[src/rtl/grsd_pkg.sv]
// Package for the signed Golomb-Rice decoder.
// Holds the item classes, status codes, field widths and the queue item type.
// No dependencies.
package grsd_pkg;

    localparam int K_W          = 5;
    localparam int RICE_K_W     = 8;
    localparam int RAW_W        = 8;
    localparam int ZERO_RUN_W   = 4;
    localparam int GATHER_W     = 35;
    localparam int FOLD_W       = GATHER_W + 1;
    localparam int VALUE_W      = 32;
    localparam int STATUS_W     = 2;
    localparam int ERR_BYTE_W   = 45;
    localparam int QUEUE_DEPTH  = 2;

    localparam logic [RAW_W-1:0]    RAW_WIDTH_RESET = 8'd8;
    localparam logic [RAW_W-1:0]    RAW_WIDTH_MAX   = 8'd31;
    localparam logic [RICE_K_W-1:0] K_LIMIT         = 8'd32;

    localparam logic [STATUS_W-1:0] ST_OK      = 2'd0;
    localparam logic [STATUS_W-1:0] ST_INVALID = 2'd1;
    localparam logic [STATUS_W-1:0] ST_SYNTAX  = 2'd2;

    localparam logic [1:0] CLS_START_OK  = 2'd0;
    localparam logic [1:0] CLS_START_BAD = 2'd1;
    localparam logic [1:0] CLS_BIT_ZERO  = 2'd2;
    localparam logic [1:0] CLS_BIT_ONE   = 2'd3;

    typedef struct packed {
        logic [1:0]            cls;
        logic [K_W-1:0]        k;
        logic [ERR_BYTE_W-1:0] start_byte;
    } t_item;

endpackage

[src/rtl/grsd_front.sv]
// Front end of the decoder: takes requests, counts stream bits and classifies
// each request for the back end. Depends on grsd_pkg.
module grsd_front #(
    parameter int POSITION_BITS = 48
) (
    input  logic                      i_clk,
    input  logic                      i_rst_n,
    input  logic                      i_in_valid,
    output logic                      o_in_ready,
    input  logic                      i_kind,
    input  logic [grsd_pkg::RICE_K_W-1:0] i_rice_k,
    input  logic                      i_stream_bit,
    input  logic [grsd_pkg::RAW_W-1:0] i_raw_width,
    output logic                      o_push_valid,
    input  logic                      i_push_ready,
    output grsd_pkg::t_item           o_push_item
);
    import grsd_pkg::*;

    logic [POSITION_BITS-1:0]            r_bit_count;
    logic [POSITION_BITS-1:0]            n_bit_count;
    logic [POSITION_BITS+ERR_BYTE_W-1:0] pos_wide;
    logic                                raw_bad;
    logic                                accept;

    assign o_in_ready   = i_push_ready;
    assign o_push_valid = i_in_valid;
    assign accept       = i_in_valid && i_push_ready;

    assign raw_bad  = (i_raw_width == '0) || (i_raw_width > RAW_WIDTH_MAX);
    assign pos_wide = {{ERR_BYTE_W{1'b0}}, r_bit_count} >> 3;

    always_comb begin
        o_push_item.k          = i_rice_k[K_W-1:0];
        o_push_item.start_byte = pos_wide[ERR_BYTE_W-1:0];
        if (i_kind) begin
            o_push_item.cls = i_stream_bit ? CLS_BIT_ONE : CLS_BIT_ZERO;
        end else if (raw_bad || (i_rice_k >= K_LIMIT)) begin
            o_push_item.cls = CLS_START_BAD;
        end else begin
            o_push_item.cls = CLS_START_OK;
        end
    end

    always_comb begin
        n_bit_count = r_bit_count;
        if (accept && i_kind) begin
            n_bit_count = r_bit_count + 1'b1;
        end
    end

    always_ff @(posedge i_clk) begin
        if (!i_rst_n) begin
            r_bit_count <= '0;
        end else begin
            r_bit_count <= n_bit_count;
        end
    end

endmodule

[src/rtl/grsd_queue.sv]
// Short request queue between the front and back ends of the decoder.
// Depends on grsd_pkg for the item type and depth.
module grsd_queue (
    input  logic            i_clk,
    input  logic            i_rst_n,
    input  logic            i_push_valid,
    output logic            o_push_ready,
    input  grsd_pkg::t_item i_push_item,
    output logic            o_pop_valid,
    input  logic            i_pop_ready,
    output grsd_pkg::t_item o_pop_item
);
    import grsd_pkg::*;

    localparam int PTR_W = (QUEUE_DEPTH > 1) ? $clog2(QUEUE_DEPTH) : 1;
    localparam int CNT_W = $clog2(QUEUE_DEPTH + 1);
    localparam logic [PTR_W-1:0] LAST = PTR_W'(QUEUE_DEPTH - 1);
    localparam logic [CNT_W-1:0] FULL = CNT_W'(QUEUE_DEPTH);

    t_item            r_entry [QUEUE_DEPTH];
    logic [PTR_W-1:0] r_wr_ptr;
    logic [PTR_W-1:0] r_rd_ptr;
    logic [CNT_W-1:0] r_count;
    logic [PTR_W-1:0] n_wr_ptr;
    logic [PTR_W-1:0] n_rd_ptr;
    logic [CNT_W-1:0] n_count;
    logic             push;
    logic             pop;

    assign o_push_ready = (r_count != FULL);
    assign o_pop_valid  = (r_count != '0);
    assign o_pop_item   = r_entry[r_rd_ptr];
    assign push         = i_push_valid && o_push_ready;
    assign pop          = o_pop_valid && i_pop_ready;

    always_comb begin
        n_wr_ptr = r_wr_ptr;
        n_rd_ptr = r_rd_ptr;
        n_count  = r_count;
        if (push) begin
            n_wr_ptr = (r_wr_ptr == LAST) ? '0 : r_wr_ptr + 1'b1;
        end
        if (pop) begin
            n_rd_ptr = (r_rd_ptr == LAST) ? '0 : r_rd_ptr + 1'b1;
        end
        if (push && !pop) begin
            n_count = r_count + 1'b1;
        end else if (pop && !push) begin
            n_count = r_count - 1'b1;
        end
    end

    always_ff @(posedge i_clk) begin
        if (!i_rst_n) begin
            r_wr_ptr <= '0;
            r_rd_ptr <= '0;
            r_count  <= '0;
        end else begin
            r_wr_ptr <= n_wr_ptr;
            r_rd_ptr <= n_rd_ptr;
            r_count  <= n_count;
        end
    end

    always_ff @(posedge i_clk) begin
        if (push) begin
            r_entry[r_wr_ptr] <= i_push_item;
        end
    end

endmodule

[src/rtl/grsd_back.sv]
// Back end of the decoder: prefix, suffix and escape sequencer with the
// registered result stage. Depends on grsd_pkg.
module grsd_back #(
    parameter int PREFIX_LIMIT = 12
) (
    input  logic                          i_clk,
    input  logic                          i_rst_n,
    input  logic                          i_pop_valid,
    output logic                          o_pop_ready,
    input  grsd_pkg::t_item               i_pop_item,
    input  logic [grsd_pkg::RAW_W-1:0]    i_raw_width,
    output logic                          o_out_valid,
    input  logic                          i_out_ready,
    output logic signed [grsd_pkg::VALUE_W-1:0] o_value,
    output logic [grsd_pkg::STATUS_W-1:0] o_status,
    output logic [grsd_pkg::ERR_BYTE_W-1:0] o_error_byte
);
    import grsd_pkg::*;

    localparam logic [1:0] PH_IDLE   = 2'd0;
    localparam logic [1:0] PH_PREFIX = 2'd1;
    localparam logic [1:0] PH_SUFFIX = 2'd2;
    localparam logic [1:0] PH_ESCAPE = 2'd3;

    localparam logic [ZERO_RUN_W-1:0] RUN_LIMIT  = ZERO_RUN_W'(PREFIX_LIMIT);
    localparam logic [GATHER_W-1:0]   LIMIT_BASE = GATHER_W'(PREFIX_LIMIT);
    localparam logic [FOLD_W-1:0]     ESC_OFFSET = FOLD_W'(PREFIX_LIMIT - 1);

    logic [1:0]            r_phase,     n_phase;
    logic [ZERO_RUN_W-1:0] r_zero_run,  n_zero_run;
    logic [K_W-1:0]        r_held_k,    n_held_k;
    logic [K_W-1:0]        r_bits_left, n_bits_left;
    logic [GATHER_W-1:0]   r_gathered,  n_gathered;
    logic [GATHER_W-1:0]   r_limit,     n_limit;
    logic [ERR_BYTE_W-1:0] r_start_byte, n_start_byte;
    logic                  r_out_valid;
    logic [VALUE_W-1:0]    r_value,     n_value;
    logic [STATUS_W-1:0]   r_status,    n_status;
    logic [ERR_BYTE_W-1:0] r_error_byte, n_error_byte;

    logic                  step;
    logic                  do_emit;
    logic                  do_finish;
    logic                  fin_escaped;
    logic [GATHER_W-1:0]   fin_gathered;
    logic [FOLD_W-1:0]     fin_folded;
    logic [ZERO_RUN_W-1:0] run_inc;
    logic [GATHER_W-1:0]   shifted;
    logic [K_W-1:0]        left_dec;
    logic                  raw_bad;
    logic                  stream_bit;
    logic [VALUE_W-1:0]    mag;

    assign o_pop_ready = !r_out_valid || i_out_ready;
    assign step        = i_pop_valid && o_pop_ready;
    assign raw_bad     = (i_raw_width == '0) || (i_raw_width > RAW_WIDTH_MAX);
    assign stream_bit  = (i_pop_item.cls == CLS_BIT_ONE);
    assign run_inc     = r_zero_run + 1'b1;
    assign shifted     = {r_gathered[GATHER_W-2:0], stream_bit};
    assign left_dec    = r_bits_left - 1'b1;

    always_comb begin
        n_phase      = r_phase;
        n_zero_run   = r_zero_run;
        n_held_k     = r_held_k;
        n_bits_left  = r_bits_left;
        n_gathered   = r_gathered;
        n_limit      = r_limit;
        n_start_byte = r_start_byte;
        do_emit      = 1'b0;
        do_finish    = 1'b0;
        fin_escaped  = 1'b0;
        fin_gathered = shifted;
        n_status     = ST_INVALID;
        n_error_byte = r_start_byte;
        if (step) begin
            case (i_pop_item.cls)
                CLS_START_BAD: begin
                    n_start_byte = i_pop_item.start_byte;
                    n_error_byte = i_pop_item.start_byte;
                    do_emit      = 1'b1;
                    n_phase      = PH_IDLE;
                end
                CLS_START_OK: begin
                    n_start_byte = i_pop_item.start_byte;
                    n_held_k     = i_pop_item.k;
                    n_limit      = LIMIT_BASE << i_pop_item.k;
                    n_zero_run   = '0;
                    n_bits_left  = '0;
                    n_gathered   = '0;
                    n_phase      = PH_PREFIX;
                end
                default: begin
                    case (r_phase)
                        PH_PREFIX: begin
                            if (stream_bit) begin
                                n_gathered = GATHER_W'(r_zero_run);
                                if (r_held_k == '0) begin
                                    fin_gathered = GATHER_W'(r_zero_run);
                                    do_finish    = 1'b1;
                                end else begin
                                    n_bits_left = r_held_k;
                                    n_phase     = PH_SUFFIX;
                                end
                            end else begin
                                n_zero_run = run_inc;
                                if (run_inc >= RUN_LIMIT) begin
                                    if (raw_bad) begin
                                        do_emit = 1'b1;
                                        n_phase = PH_IDLE;
                                    end else begin
                                        n_bits_left = i_raw_width[K_W-1:0];
                                        n_gathered  = '0;
                                        n_phase     = PH_ESCAPE;
                                    end
                                end
                            end
                        end
                        PH_SUFFIX, PH_ESCAPE: begin
                            n_gathered  = shifted;
                            n_bits_left = left_dec;
                            if (left_dec == '0) begin
                                do_finish   = 1'b1;
                                fin_escaped = (r_phase == PH_ESCAPE);
                            end
                        end
                        default: begin
                        end
                    endcase
                end
            endcase
        end

        fin_folded = {1'b0, fin_gathered} + (fin_escaped ? ESC_OFFSET : '0);
        mag        = fin_folded[VALUE_W:1];
        n_value    = '0;
        if (do_finish) begin
            do_emit = 1'b1;
            n_phase = PH_IDLE;
            if ((fin_escaped && (fin_folded < {1'b0, r_limit}))
                    || (fin_folded[FOLD_W-1:VALUE_W] != '0)) begin
                n_status = ST_SYNTAX;
            end else begin
                n_status = ST_OK;
                n_value  = fin_folded[0] ? ~mag : mag;
            end
        end
    end

    always_ff @(posedge i_clk) begin
        if (!i_rst_n) begin
            r_phase     <= PH_IDLE;
            r_zero_run  <= '0;
            r_held_k    <= '0;
            r_bits_left <= '0;
            r_gathered  <= '0;
            r_out_valid <= 1'b0;
        end else begin
            r_phase     <= n_phase;
            r_zero_run  <= n_zero_run;
            r_held_k    <= n_held_k;
            r_bits_left <= n_bits_left;
            r_gathered  <= n_gathered;
            if (do_emit) begin
                r_out_valid <= 1'b1;
            end else if (i_out_ready) begin
                r_out_valid <= 1'b0;
            end
        end
    end

    always_ff @(posedge i_clk) begin
        r_limit      <= n_limit;
        r_start_byte <= n_start_byte;
        if (do_emit) begin
            r_value      <= n_value;
            r_status     <= n_status;
            r_error_byte <= n_error_byte;
        end
    end

    assign o_out_valid  = r_out_valid;
    assign o_value      = r_value;
    assign o_status     = r_status;
    assign o_error_byte = r_error_byte;

endmodule

[src/rtl/golomb_rice_signed_decoder.sv]
// Signed Golomb-Rice decoder with escape codes, one stream bit per request.
// Throughput is one request per cycle, set by the back-end sequencer taking one
// queued request each cycle while its result register is free or being drained.
// A result is registered in the back end after the request that completes it passes through the queue.
// Synchronous active-low reset empties the queue, clears the bit position and
// the decoder state, and sets the raw width register to 8; no clearing pass.
module golomb_rice_signed_decoder #(
    parameter int PREFIX_LIMIT  = 12,
    parameter int POSITION_BITS = 48
) (
    input  logic                            i_clk,
    input  logic                            i_rst_n,
    input  logic                            i_cfg_wr_en,
    input  logic [grsd_pkg::RAW_W-1:0]      i_cfg_wr_data,
    input  logic                            i_in_valid,
    output logic                            o_in_ready,
    input  logic                            i_kind,
    input  logic [grsd_pkg::RICE_K_W-1:0]   i_rice_k,
    input  logic                            i_stream_bit,
    output logic                            o_out_valid,
    input  logic                            i_out_ready,
    output logic signed [grsd_pkg::VALUE_W-1:0] o_value,
    output logic [grsd_pkg::STATUS_W-1:0]   o_status,
    output logic [grsd_pkg::ERR_BYTE_W-1:0] o_error_byte
);
    import grsd_pkg::*;

    logic [RAW_W-1:0] r_raw_width;
    logic             push_valid;
    logic             push_ready;
    t_item            push_item;
    logic             pop_valid;
    logic             pop_ready;
    t_item            pop_item;

    always_ff @(posedge i_clk) begin
        if (!i_rst_n) begin
            r_raw_width <= RAW_WIDTH_RESET;
        end else if (i_cfg_wr_en) begin
            r_raw_width <= i_cfg_wr_data;
        end
    end

    grsd_front #(
        .POSITION_BITS(POSITION_BITS)
    ) u_front (
        .i_clk        (i_clk),
        .i_rst_n      (i_rst_n),
        .i_in_valid   (i_in_valid),
        .o_in_ready   (o_in_ready),
        .i_kind       (i_kind),
        .i_rice_k     (i_rice_k),
        .i_stream_bit (i_stream_bit),
        .i_raw_width  (r_raw_width),
        .o_push_valid (push_valid),
        .i_push_ready (push_ready),
        .o_push_item  (push_item)
    );

    grsd_queue u_queue (
        .i_clk        (i_clk),
        .i_rst_n      (i_rst_n),
        .i_push_valid (push_valid),
        .o_push_ready (push_ready),
        .i_push_item  (push_item),
        .o_pop_valid  (pop_valid),
        .i_pop_ready  (pop_ready),
        .o_pop_item   (pop_item)
    );

    grsd_back #(
        .PREFIX_LIMIT(PREFIX_LIMIT)
    ) u_back (
        .i_clk        (i_clk),
        .i_rst_n      (i_rst_n),
        .i_pop_valid  (pop_valid),
        .o_pop_ready  (pop_ready),
        .i_pop_item   (pop_item),
        .i_raw_width  (r_raw_width),
        .o_out_valid  (o_out_valid),
        .i_out_ready  (i_out_ready),
        .o_value      (o_value),
        .o_status     (o_status),
        .o_error_byte (o_error_byte)
    );

    a_error_value_zero: assert property (@(posedge i_clk) disable iff (!i_rst_n)
        (o_out_valid && (o_status != ST_OK)) |-> (o_value == '0))
        else $error("Error result carries a nonzero value.");

    a_reset_clears: assert property (@(posedge i_clk)
        !i_rst_n |=> (!o_out_valid && o_in_ready))
        else $error("Reset did not empty the result stage and queue.");

    a_stall_no_pop: assert property (@(posedge i_clk) disable iff (!i_rst_n)
        (o_out_valid && !i_out_ready) |-> !pop_ready)
        else $error("Back end advanced while a result was stalled.");

endmodule

[config.mk]
export PLATFORM = sky130hd
export DESIGN_NAME = golomb_rice_signed_decoder
export DESIGN_NICKNAME = d
export VERILOG_FILES = /design/src/rtl/grsd_pkg.sv /design/src/rtl/grsd_front.sv /design/src/rtl/grsd_queue.sv /design/src/rtl/grsd_back.sv /design/src/rtl/golomb_rice_signed_decoder.sv
export SDC_FILE = /design/constraint.sdc
export NUM_CORES = 1
export LEC_CHECK = 0
export CORE_ASPECT_RATIO = 1.25
export CORE_MARGIN = 2
export CORE_UTILIZATION = 60
export CTS_CLUSTER_SIZE = 28
export DETAILED_ROUTE_END_ITERATION = 8
export DONT_BUFFER_PORTS = 1
export PLACE_DENSITY = 0.76
export RECOVER_POWER = 100
export SLEW_MARGIN = 20
export SYNTH_ARGS = -nofsm -noshare
export SYNTH_HDL_FRONTEND = slang
export SYNTH_HIERARCHICAL = 1
export SYNTH_SLANG_ARGS = --single-unit
export TNS_END_PERCENT = 10
[constraint.sdc]
create_clock -name i_clk -period 12.5 [get_ports i_clk]
set_input_delay 1.875 -clock i_clk [delete_from_list [all_inputs] [get_ports i_clk]]
set_output_delay 1.875 -clock i_clk [all_outputs]
set_load 0.05 [all_outputs]
==> results of run 1 <==
cell usage in the layout (no fill, tap or decap), types with 24 or more instances in the layout:
cell       netlist  layout
xor2_1          24      24
edfxtp_1       261     261
a21oi_1         46      46
dfxtp_1        112     112
mux2_2         101      50
ha_1            43      43
nand4_1         27      29
nand2_1        120     120
a21boi_0        28      32
xnor2_1         58      58
nand3_1         68      69
mux2_1           0      51
o21ai_0         30      34
clkbuf_16        0      37
inv_1           51      51
nor2_1         111     110
mux2i_1         27      27
worst min-delay path: stages, from the launching register on:
cell,delay [ns]
dfxtp_1,0.32
nand2_1,0.06
a21oi_1,0.05
cell families (layout without fill, tap and decap cells):
logic type | Yosys count | in the layout
buf+inv | 159 | 129
simple gates | 502 | 502
compound gates | 176 | 176
mux | 128 | 128
flops | 373 | 373
xor+xnor | 83 | 83
other cells | 0 | 2
fa+ha+maj | 44 | 44
per-stage QoR:
step                      hold slack, ns  setup slack (ns)  total power [uW]  util, %
after floorplan                    0.444              5.07              2370        -
after global placement             0.458              4.87              2520     61.0
after detailed placement           0.471              4.75              2530     61.0
after CTS                          0.480              5.28              3620     65.2
after global routing               0.505              2.67              3730     64.7
final                              0.479              3.54              3580     64.7
state kept, by name (all words and copies together), names as in the netlist, 4 cells and up, named ones only:
name / count
r_raw_width: 8
u_back/o_error_byte: 45
u_back/o_value: 32
u_back/r_bits_left: 5
u_back/r_gathered: 34
u_back/r_held_k: 5
u_back/r_limit: 33
u_back/r_start_byte: 45
u_back/r_zero_run: 4
u_front/r_bit_count: 48
u_queue/r_entry: 104
final timing paths:
path                          startpoint                      to  slack (ns)  depth (start not counted)
setup / recovery             i_out_ready      u_back/o_value[24]        3.54                         19
hold / removal    u_front/r_bit_count[1]  u_front/r_bit_count[1]        0.48                          2
setup reg to reg               flip-flop      u_back/o_value[24]        4.12                         20
hold reg to reg   u_front/r_bit_count[1]  u_front/r_bit_count[1]        0.48                          2
report_power, final:
part / switching [uW] / internal [uW]
sequential: 229 / 1590
combinational: 443 / 239
clock: 459 / 621
layout make-up:
type	instances	area [um2]	share of cell area, %
flip-flops and latches	373	10100	54.5
multi-input cells	933	6510	35.2
clock buffers	47	973	5.26
well taps	390	488	2.64
clock inverters	21	206	1.12
inverters	51	191	1.03
repair buffers	10	45.0	0.243
diodes	2	5.00	0.0271
metal layers:
layer / vias to the layer above / GRT usage [%] / part of all wire, %
li1: 5136 / - / -
met1: 5102 / 26.7 / 38
met2: 260 / 42.7 / 53
met3: 85 / 4.33 / 4.4
met4: 0 / 11.7 / 5.1
met5: - / 0 / 0
==> qor.csv, run 1 <==
stage;metric;value;unit
status;run_status;complete, but fails checks;
status;failed_checks;max-capacitance violations, max-slew violations;
yosys;synthesis.area;17500;um2
worst_setup_path;cpMostUsedCell;nand4_1;
floorplanning;core_area;28600;um2
worst_setup_path;slowest_stage;nand4b_1;
drt;drc;0;
drt;viasPerCell;5.79;
floorplanning;die_area;30600;um2
yosys;synthAdderAreaFrac;3.19;%
cells_and_area;drive_above_1_share;9.90;%
timing;rsz0062_at_grt;no;
yosys;yosysTopAreaCellShare;44.8;%
min_path;holdCritPathClass;flip-flop to flip-flop;
yosys;synth_cell_types;77;
drt;drt_iter0_drc;544;
clock_network;holdBufCountCts;0;
clock_network;post_cts_buffers;0;
cells_and_area;stdcell_count;1827;
yosys;ys_top_cells_by_count;edfxtp_1 (261), nand2_1 (120), dfxtp_1 (112);
yosys;async_flop_share;0;%
yosys;synth-compound-area-share;6.70;%
global_route;grt_max_degree;79;
placed_design;dpl.hpwl;24700;um
timing;post-route-period-util;71.6;%
yosys;synthMuxAreaShare;8.04;%
yosys;synth.most_common_cell;edfxtp_1;
worst_setup_path;worst-path-max-fanout;32;
pwr;vdd_drop_max;0.000118;V
yosys;synth_warnings;6;
timing;clock_skew;0.0201;ns
drt;wire_per_inst;19.7;um
yosys;synth_area_leaders;edfxtp_1 (45%), dfxtp_1 (13%), mux2_2 (6.5%);
placed_design;place_inst;1757;
worst_setup_path;cp_num_buf_inv;0;
global_route;grt.overflow.total;0;
yosys;synthesis.nets;1532;
global_route;grt_pass1_wl;56900;um
drt;ant_nets;0;
pwr;power_leakage;0.00631;uW
cells_and_area;fill_cells;2131;
floorplanning;die_x;157;um
floorplanning;initial_core_util;61.3;%
floorplanning;fp-row-count;69;
yosys;yosys.area_share.simple;15.4;%
clock_network;clockBufferDepth;3;
clock_network;clock-sinks;373;
yosys;synth_ff_type;edfxtp_1;
floorplanning;io_pins;104;
placed_design;port_buffers;0;
global_route;track_usage;23.7;%
timing;fmax;112;MHz
timing;worstMarginPinSlew;2.98;ns
worst_setup_path;cp.arrival;9.26;ns
cells_and_area;syn_to_final_growth;5.70;%
yosys;synth_top_cell_by_area;edfxtp_1;
timing;finalCriticalPeriod;8.96;ns
yosys;avgSynthCellArea;11.9;um2
clock_network;clk_pin_slew;0.06;ns
placed_design;placed_cell_area;17400;um2
pwr;powerDensity;193;nW/um2
clock_network;cts_buffers;37;
worst_setup_path;path_cells;nand2b_1 -> nand4_1 -> nor2_1 -> nand2_1 -> nand2_1 -> ha_1 -> nand3_1 -> o21ai_0 -> o2111ai_1 -> or4_1 -> a21oi_1 -> ha_1 -> nand4_1 -> nor4_1 -> o21ai_0 -> nand4_1 -> a21oi_1 -> nand4b_1 -> nor2_1;
yosys;syn_inst;1465;
worst_setup_path;worstSetupStartpointType;input port;
timing;hold_viol;0;
timing;slew_headroom;-98.5;%
yosys;synth.ff_latch_count;373;
timing;final.setup.tns;0;ns
yosys;seq_area_frac_synth;57.6;%
job;maxCapViolations;9;
drt;drt_wl_total;36000;um
clock_network;cts_tree;built;
cells_and_area;stdcell_area;18500;um2
timing;final_max_slew_viol_count;391;
global_route;antenna_found_initial;0;
placed_design;gp_congestion;0.908;
clock_network;insertion_delay;0.53;ns
yosys;synth_edf_count;261;
worst_setup_path;critPathMaxStageDelay;1.54;ns
clock_network;htree_levels;2;
drt;via_count;10600;
yosys;synth-xor-area-share;4.20;%
clock_network;clockRootBuffer;clkbuf_16;
worst_setup_path;critPathTopFamily;simple AND/OR/NAND/NOR gates;
worst_setup_path;worstSetupPathType;input port to flip-flop;
global_route;first_global_vias;10600;
timing;setup_viol;0;
floorplanning;die_h;195;um
cells_and_area;nNetsFinal;1473;
worst_setup_path;critPathRequiredTime;12.80;ns
yosys;synth_top_family_by_area;simple AND/OR/NAND/NOR gates;
worst_setup_path;endpoint_kind;flip-flop;
drt;drt_first_pass_iters;5;
clock_network;postCtsResizedCells;0;
No activity file was read; power rests on OpenSTA's default activity.
==> inputs of run 2 (changes only) <==
clock period = 8.3 ns   (was 12.5 ns; I/O delays follow)
==> run 2 against run 1 <==
The run still ends with max-capacitance violations, max-slew violations left. Flip-flop and latch count is the same. Design area up 0.57%. Worst hold slack improved by 0.00060 ns. Clock-buffer cell count grew 1. Non-clock buffer count rose by 1. Clock skew down 0.0030 ns.
==> qor.csv, run 2 (synthesis results as in run 1) <==
stage;metric;value;unit;change
cells_and_area;syn_to_final_growth;6.30;%;
status;failed_checks;max-capacitance violations, max-slew violations;;
clock_network;clk_pin_slew;0.06;ns;about the same
cells_and_area;nNetsFinal;1474;;+0.068%
worst_setup_path;cp.arrival;7.26;ns;-2.00 ns
drt;drt_iter0_drc;619;;+14%
worst_setup_path;critPathRequiredTime;8.66;ns;-4.14 ns
cells_and_area;stdcell_area;18600;um2;+0.57%
clock_network;cts_tree;built;;
placed_design;port_buffers;0;;unchanged
clock_network;post_cts_buffers;0;;unchanged
worst_setup_path;endpoint_kind;flip-flop;;
status;run_status;complete, but fails checks;;
pwr;p_comb_share;18.4;%;-0.6 points
drt;drt_wl_total;36000;um;about the same
drt;drt_first_pass_iters;6;;+1
timing;post-route-period-util;83.1;%;
worst_setup_path;critPathMaxStageDelay;0.62;ns;-0.92 ns
global_route;grt_pass1_wl;57100;um;+0.35%
floorplanning;core_area;28600;um2;unchanged
worst_setup_path;r2r_end;u_back/o_value[7];;
clock_network;holdBufCountCts;0;;unchanged
timing;hold_viol;0;;unchanged
placed_design;dpl.hpwl;24900;um;+1.0%
floorplanning;initial_core_util;61.3;%;unchanged
cells_and_area;drive_above_1_share;10.1;%;+0.20 points
cells_and_area;largestRegisters;u_queue/r_entry (104), u_front/r_bit_count (48);;
global_route;grt.overflow.total;0;;unchanged
timing;final.setup.tns;0;ns;unchanged
clock_network;cts_buffers;37;;unchanged
timing;rsz0062_at_grt;no;;
pwr;powerDensity;296;nW/um2;+53%
timing;slew_headroom;-103;%;-4.9 points
timing;final_max_slew_viol_count;259;;-34%
cells_and_area;final_common_cell;edfxtp_1;;
drt;drc;0;;unchanged
timing;fmax;145;MHz;
worst_setup_path;worst-path-max-fanout;32;;unchanged
cells_and_area;top_register;u_queue/r_entry;;
drt;viasPerCell;5.82;;+0.47%
clock_network;clockRootBuffer;clkbuf_16;;
worst_setup_path;worstSetupStartpointType;flip-flop;;
worst_setup_path;worst-path-stages;21;;+2
clock_network;postCtsResizedCells;0;;unchanged
timing;setup_viol;0;;unchanged
worst_setup_path;slowest_stage;clkbuf_1;;
timing;clock_skew;0.0170;ns;-0.00304 ns
floorplanning;die_h;195;um;unchanged
job;maxCapViolations;6;;-3
cells_and_area;n_antenna_cell;0;;-2
worst_setup_path;cpMostUsedCell;a21oi_1;;
drt;via_count;10600;;+0.42%
worst_setup_path;worstSetupPathType;flip-flop to flip-flop;;
floorplanning;die_area;30600;um2;unchanged
pwr;switching_share;31.1;%;-0.52 points
pwr;power_leakage;0.00640;uW;+1.3%
floorplanning;fp-row-count;69;;unchanged
floorplanning;io_pins;104;;unchanged
worst_setup_path;critPathTopFamily;simple AND/OR/NAND/NOR gates;;
cells_and_area;mostFrequentLayoutCells;edfxtp_1 (261), nand2_1 (120), nor2_1 (116);;
global_route;track_usage;24.0;%;+0.24 points
pwr;switchingPower;1710;uW;+51%
drt;wire_per_inst;19.7;um;about the same
placed_design;placed_cell_area;17400;um2;about the same
clock_network;htree_levels;2;;unchanged
global_route;antenna_found_initial;1;;+1
pwr;p_seq_share;49.6;%;-1.2 points
worst_setup_path;reg2reg_depth;21;;+5.0%
clock_network;clockBufferDepth;3;;unchanged
timing;finalCriticalPeriod;6.90;ns;
min_path;holdCritPathClass;flip-flop to flip-flop;;
clock_network;insertion_delay;0.54;ns;about the same
global_route;grt_max_degree;79;;unchanged
pwr;vdd_drop_max;0.000215;V;+82%
pwr;p_int;3800;uW;+55%
pwr;power.share.clock;32.0;%;+1.8 points
worst_setup_path;cp_num_buf_inv;1;;+1
timing;worstMarginPinSlew;3.05;ns;+0.0733 ns
clock_network;clock-sinks;373;;unchanged
cells_and_area;largest_reg_flops;104;;unchanged
cells_and_area;fill_cells;2134;;+0.14%
worst_setup_path;r2r_slack;1.40;ns;-2.72 ns
floorplanning;die_x;157;um;unchanged
global_route;first_global_vias;10600;;-0.15%
worst_setup_path;path_cells;mux2_1 -> and2_0 -> nand3_1 -> nor2_1 -> clkbuf_1 -> nand2_1 -> nand2_1 -> fa_1 -> a31oi_1 -> nor4_4 -> o2111ai_1 -> or3_1 -> a21oi_1 -> ha_1 -> a21oi_1 -> o21ai_0 -> nor3b_1 -> a211oi_1 -> a21oi_1 -> nand4b_4 -> nor2_1;;
drt;ant_nets;0;;unchanged
worst_setup_path;worstSetupEndpoint;u_back/o_value[7];;
placed_design;gp_congestion;0.952;;+4.9%
[run 2: per-layer routing]
layer / GRT usage, % / share of wire (%) / up-vias
li1: - / - / 5136
met5: 0 / 0.036 / -
met4: 10.7 / 4.3 / 2
met2: 43.8 / 54 / 244
met3: 4.64 / 4.6 / 82
met1: 26.7 / 37 / 5163
[run 2: tightest hold or removal path: stages (launching register included)]
cell	delay, ns
dfxtp_1	0.32
nand2_1	0.06
mux2i_1	0.06
[run 2: layout make-up]
cell class                 instances  area (um2)  area share (%)
inverter                          51         191            1.03
timing repair buffer              11        53.8           0.289
sequential                       373       10100            54.2
clock inverter                    20         265            1.43
tap                              390         488            2.62
clock buffer                      48        1040            5.59
multi-input combinational        933        6490            34.9
[run 2: per-stage QoR]
step | worst slack [ns] | utilization [%] | total power (uW) | std cells | hold slack, ns
global route | 0.822 | 65.1 | 5740 | 1826 | 0.508
detailed placement | 1.16 | 61.0 | 3820 | 1758 | 0.467
floorplan | 1.50 | - | 3570 | 1465 | 0.444
CTS | 1.72 | 65.6 | 5590 | 1826 | 0.475
finish | 1.40 | 65.1 | 5510 | 1826 | 0.480
global placement | 1.30 | 61.0 | 3790 | 1758 | 0.457
[run 2: how the worst min path moves through the flow]
stage,from,endpoint,slack [ns],depth (start not counted)
detailed placement,u_back/r_bits_left[4],u_back/r_bits_left[4],0.47,2
global route,u_front/r_bit_count[44],u_queue/r_entry[0][41],0.51,0
floorplan,u_back/r_gathered[0],u_back/r_gathered[0],0.44,2
CTS,u_back/r_bits_left[4],u_back/r_bits_left[4],0.47,2
finish,u_back/r_bits_left[4],u_back/r_bits_left[4],0.48,2
global placement,u_front/r_bit_count[44],u_queue/r_entry[0][41],0.46,0
[run 2: power groups by stage]
stage / clock (uW) / sequential (uW) / combinational, uW
after floorplan: 0 / 2740 / 834
after global placement: 0 / 2750 / 1040
after detailed placement: 0 / 2760 / 1060
after CTS: 1800 / 2720 / 1070
after global routing: 1860 / 2760 / 1120
final: 1760 / 2730 / 1010
